### src/rtl/lmc_pkg.sv
`timescale 1ns / 1ps

package lmc_pkg;

    localparam int MEM_DEPTH   = 1024;                 // power of two, at most 1024
    localparam int ADDR_W      = $clog2(MEM_DEPTH);
    localparam int DATA_W      = 32;
    localparam int OPC_W       = 4;
    localparam int WORD_W      = OPC_W + DATA_W;
    localparam int KIND_W      = 2;
    localparam int QUEUE_DEPTH = 2;
    localparam int QPTR_W      = $clog2(QUEUE_DEPTH);
    localparam int QCNT_W      = $clog2(QUEUE_DEPTH + 1);

    // command codes as they arrive on the port
    typedef enum logic [1:0] {
        CMD_LOAD    = 2'd0,
        CMD_STEP    = 2'd1,
        CMD_RESTART = 2'd2,
        CMD_NONE    = 2'd3
    } cmd_t;

    // opcodes
    localparam logic [OPC_W-1:0] OP_HLT = 4'd0;
    localparam logic [OPC_W-1:0] OP_ADD = 4'd1;
    localparam logic [OPC_W-1:0] OP_SUB = 4'd2;
    localparam logic [OPC_W-1:0] OP_STA = 4'd3;
    localparam logic [OPC_W-1:0] OP_LDA = 4'd5;
    localparam logic [OPC_W-1:0] OP_BRA = 4'd6;
    localparam logic [OPC_W-1:0] OP_BRP = 4'd7;
    localparam logic [OPC_W-1:0] OP_BRZ = 4'd8;
    localparam logic [OPC_W-1:0] OP_IO  = 4'd9;

    // I/O operand codes
    localparam logic [DATA_W-1:0] IO_INP = 32'd1;
    localparam logic [DATA_W-1:0] IO_OUT = 32'd2;
    localparam logic [DATA_W-1:0] IO_OTC = 32'd22;

    // output kinds
    localparam logic [KIND_W-1:0] KIND_NONE = 2'd0;
    localparam logic [KIND_W-1:0] KIND_NUM  = 2'd1;
    localparam logic [KIND_W-1:0] KIND_CHAR = 2'd2;

    typedef struct packed {
        cmd_t              cmd;
        logic [ADDR_W-1:0] load_addr;
        logic [OPC_W-1:0]  load_opc;
        logic [DATA_W-1:0] load_opnd;
        logic [DATA_W-1:0] in_val;
    } item_t;

    typedef struct packed {
        logic [KIND_W-1:0] kind;
        logic [DATA_W-1:0] value;
        logic              taken;
        logic              halted;
        logic [ADDR_W-1:0] pc;
        logic [DATA_W-1:0] acc;
    } res_t;

endpackage

### src/rtl/lmc_queue.sv
`timescale 1ns / 1ps

module lmc_queue (
    input  logic           clk,
    input  logic           rst_n,
    input  logic           push,
    input  lmc_pkg::item_t push_item,
    output logic           full,
    input  logic           pop,
    output logic           head_valid,
    output lmc_pkg::item_t head_item
);

    lmc_pkg::item_t                    slots [lmc_pkg::QUEUE_DEPTH];
    logic [lmc_pkg::QPTR_W-1:0]        wr_ptr_reg, wr_ptr_next;
    logic [lmc_pkg::QPTR_W-1:0]        rd_ptr_reg, rd_ptr_next;
    logic [lmc_pkg::QCNT_W-1:0]        count_reg, count_next;
    logic                              do_push, do_pop;

    assign full       = (count_reg == lmc_pkg::QCNT_W'(lmc_pkg::QUEUE_DEPTH));
    assign head_valid = (count_reg != '0);
    assign head_item  = slots[rd_ptr_reg];
    assign do_push    = push && !full;
    assign do_pop     = pop && head_valid;

    always_comb
    begin
        wr_ptr_next = wr_ptr_reg;
        rd_ptr_next = rd_ptr_reg;
        count_next  = count_reg;
        if (do_push)
        begin
            wr_ptr_next = (wr_ptr_reg == lmc_pkg::QPTR_W'(lmc_pkg::QUEUE_DEPTH - 1))
                          ? '0 : wr_ptr_reg + 1'b1;
        end
        if (do_pop)
        begin
            rd_ptr_next = (rd_ptr_reg == lmc_pkg::QPTR_W'(lmc_pkg::QUEUE_DEPTH - 1))
                          ? '0 : rd_ptr_reg + 1'b1;
        end
        if (do_push && !do_pop)
        begin
            count_next = count_reg + 1'b1;
        end
        else if (do_pop && !do_push)
        begin
            count_next = count_reg - 1'b1;
        end
    end

    always_ff @(posedge clk or negedge rst_n)
    begin
        if (!rst_n)
        begin
            wr_ptr_reg <= '0;
            rd_ptr_reg <= '0;
            count_reg  <= '0;
        end
        else
        begin
            wr_ptr_reg <= wr_ptr_next;
            rd_ptr_reg <= rd_ptr_next;
            count_reg  <= count_next;
        end
    end

    always_ff @(posedge clk)
    begin
        if (do_push)
        begin
            slots[wr_ptr_reg] <= push_item;
        end
    end

endmodule

### config.mk
export PLATFORM = sky130hd
export DESIGN_NAME = lmc_queue
export DESIGN_NICKNAME = d
export VERILOG_FILES = /design/src/rtl/lmc_pkg.sv /design/src/rtl/lmc_queue.sv
export SDC_FILE = /design/constraint.sdc
export NUM_CORES = 1
export LEC_CHECK = 0
export BUFFER_PORTS_ARGS = -buffer_cell sky130_fd_sc_hd__buf_2
export CAP_MARGIN = 10
export CORE_MARGIN = 4
export CORE_UTILIZATION = 57
export CTS_CLUSTER_DIAMETER = 60
export DETAILED_ROUTE_END_ITERATION = 10
export PLACE_DENSITY = 0.85
export SETUP_SLACK_MARGIN = 0.3
export SLEW_MARGIN = 30
export SYNTH_ARGS = -nofsm -noshare
export SYNTH_HDL_FRONTEND = slang
export SYNTH_SLANG_ARGS = --single-unit
### constraint.sdc
create_clock -name clk -period 6.8 [get_ports clk]
set_input_delay 0.34 -clock clk [delete_from_list [all_inputs] [get_ports clk]]
set_output_delay 0.34 -clock clk [all_outputs]
set_load 0.05 [all_outputs]
==> flow_summary.toml <==
[layout]
final_common_cell = "buf_2"
final_util_pct = 77.6
nFillCells = 578
n_antenna_cell = 0
final_nets = 598
drive_gt1_share_pct = 53.8
layout_common_cells = "buf_2, edfxtp_1, mux2_4, dlygate4sd3_1, clkbuf_16"
area_delta_synth_final_pct = 32.5
largest_reg_flops = 160

[setup_path]
r2r_end = "slots[0][71]$_DFFE_PP_"
path_class = "reg2out"
crit_required_ns = 6.46
cpPeakStageDelay_ns = 0.68
crit_family = "buffers and inverters"
rr_worst_depth = 4
crit_slowest_cell = "dfrtp_4"
path_cells = "buf_6, mux2_4, buf_2"
rrSetupSlack_ns = 4.38
timing.rr.start = "count_reg[0]$_DFFE_PN0P_"
endpoint_kind = "primary output"
start_kind = "register"
crit_path_max_fanout = 61
crit_buf_inv = 2
arrival_ns = 2.52

[yosys]
syn_area_mm2 = 0.00637
synth_nets = 353
syn_area_per_cell_um2 = 23.8
synth_edf_count = 160
ys_warn_count = 0
synth_ff_type = "edfxtp_1"
yosys-top-cells-area = "edfxtp_1, mux2_4, buf_12, dfrtp_1, xnor2_1"
ys_types = 16
seq_area_frac_synth_pct = 77.0
yosysTopAreaCell = "edfxtp_1"
netlist_instances = 268
synth-seq-cells = 164
netlist.area_leader.share_pct = 75.4
synthArstFlopShare_pct = 2.44

[clock_network]
cts_root_buffer = "clkbuf_8"
htreeDepth = 4
ctsResizeCount = 0
cts.path.max_buffers = 2
cts_sinks = 164
cts_tree = "done"
clk_pin_slew_ns = 0.07
numCtsBuffers = 17
clkLatencyLatePin_ns = 0.52

[timing]
slew_headroom_pct = 44.3
drv_slew = 0
rsz0062_at_grt = "false"
fmax_ghz = 0.350
tns_ns = 0
fin_worst_skew_ns = 0.00802
layout_min_cycle_time_ns = 2.86
finalCritPeriodShare_pct = 42.1
finalWorstSetupSlack_ns = 3.94
final_hold_viol_count = 0
worst_pin_slew_ns = 0.835
setup_viol = 0

[global_routing]
antenna_found_initial = 0
grtUsageTotal_pct = 19.3
grt_pass1_vias = 3565
grt_max_degree = 64
grt_pass1_wl_mm = 18.7
grt_overflow = 0

[status]
outcome = "finished clean"

[power]
power.total_w = 0.00410
leakage_nw = 3.45
ir_drop_mv = 0.325
cellPowerDensity_mw_per_mm2 = 486

[run]
max_cap_violations = 0

[detailed_routing]
drt_iter0_markers = 102
wl_mm = 12.3
dr.pass1.iters = 4
num_vias = 3309
vias_per_cell = 4.97
drc_errors = 0
wl_per_cell_um = 18.5
drtAntennaViolNets = 0

[min_path]
whs_endpoint = "slots[0][2]$_DFFE_PP_"
min_from = "push_item[2]"
hold_path_depth = 1
hold_class = "in2reg"

[placement]
post-place-ws_ns = 4.46
port_buffers = 165
gp_congestion = 0.736
dpl.hpwl_mm = 7.17

[die]
die_w_um = 114
die_h_um = 114
die-area_mm2 = 0.0129
rows = 38
num_io_pins = 166
start_util_pct = 58.5
core_area_mm2 = 0.0109
## metal layers
layer	vias to the layer above	share of wire (%)	GRT usage [%]
met2	135	53	33.3
li1	1548	-	-
met5	-	0	0
met4	0	0.66	6.17
met3	8	7.5	6.21
met1	1618	39	23.1
## metrics by stage
stage | cells | hold WS, ns | cell area (um^2)
global placement | 566 | 0.151 | 7230
floorplan | 268 | 0.0444 | 6370
detailed placement | 567 | 0.157 | 7260
CTS | 658 | 0.00151 | 8370
finish | 666 | 0.0231 | 8450
global route | 666 | 0.0000906 | 8450
## worst max-delay path by stage
stage                                   startpoint                      to  slack [ns]  cells after the start
after floorplan           count_reg[0]$_DFFE_PN0P_   slots[0][0]$_DFFE_PP_        2.32                      3
after global placement      rd_ptr_reg$_DFFE_PN0P_           head_item[47]        4.27                      3
after detailed placement  count_reg[0]$_DFFE_PN0P_  slots[0][78]$_DFFE_PP_        4.46                      4
after CTS                   rd_ptr_reg$_DFFE_PN0P_           head_item[48]        3.94                      3
after global routing        rd_ptr_reg$_DFFE_PN0P_           head_item[48]        3.86                      3
final                       rd_ptr_reg$_DFFE_PN0P_           head_item[14]        3.94                      3
## what timing repair did
item / CTS / global route
hold buffers: 59 / 8
endpoints found under the hold margin: 118 / 15
setup buffers: 0 / 0
## power breakdown
part           switching, W  leakage, nW  total (W)  internal [W]
registers         0.0000997         1.53    0.00149       0.00139
logic               0.00120         1.66    0.00178      0.000586
clock network      0.000383        0.255   0.000833      0.000450
## cells in the mapped netlist (2+ instances only)
| master | number |
|---|---|
| edfxtp_1 | 160 |
| xnor2_1 | 3 |
| buf_12 | 8 |
| mux2_4 | 79 |
| dfrtp_1 | 4 |
| xor2_1 | 2 |
| inv_1 | 2 |
| nor2_1 | 2 |
## layout make-up
class,instances,area (um^2),share of cell area [%]
inverter,2,7.51,0.0889
clock buffer,17,414,4.90
multi-input combinational,93,1300,15.4
timing repair buffer,235,1540,18.2
tap,140,175,2.07
clock inverter,15,104,1.23
sequential,164,4910,58.1
## cells by family after synthesis
kind of cell             share of synthesized area (%)
flip-flops                                        77.0
AND/OR/NAND/NOR                                  0.570
XOR/XNOR                                         0.687
buffers and inverters                             2.81
adder cells (fa/ha/maj)                          0.196
multiplexers                                      18.8
No activity file was read; power rests on OpenSTA's default activity.
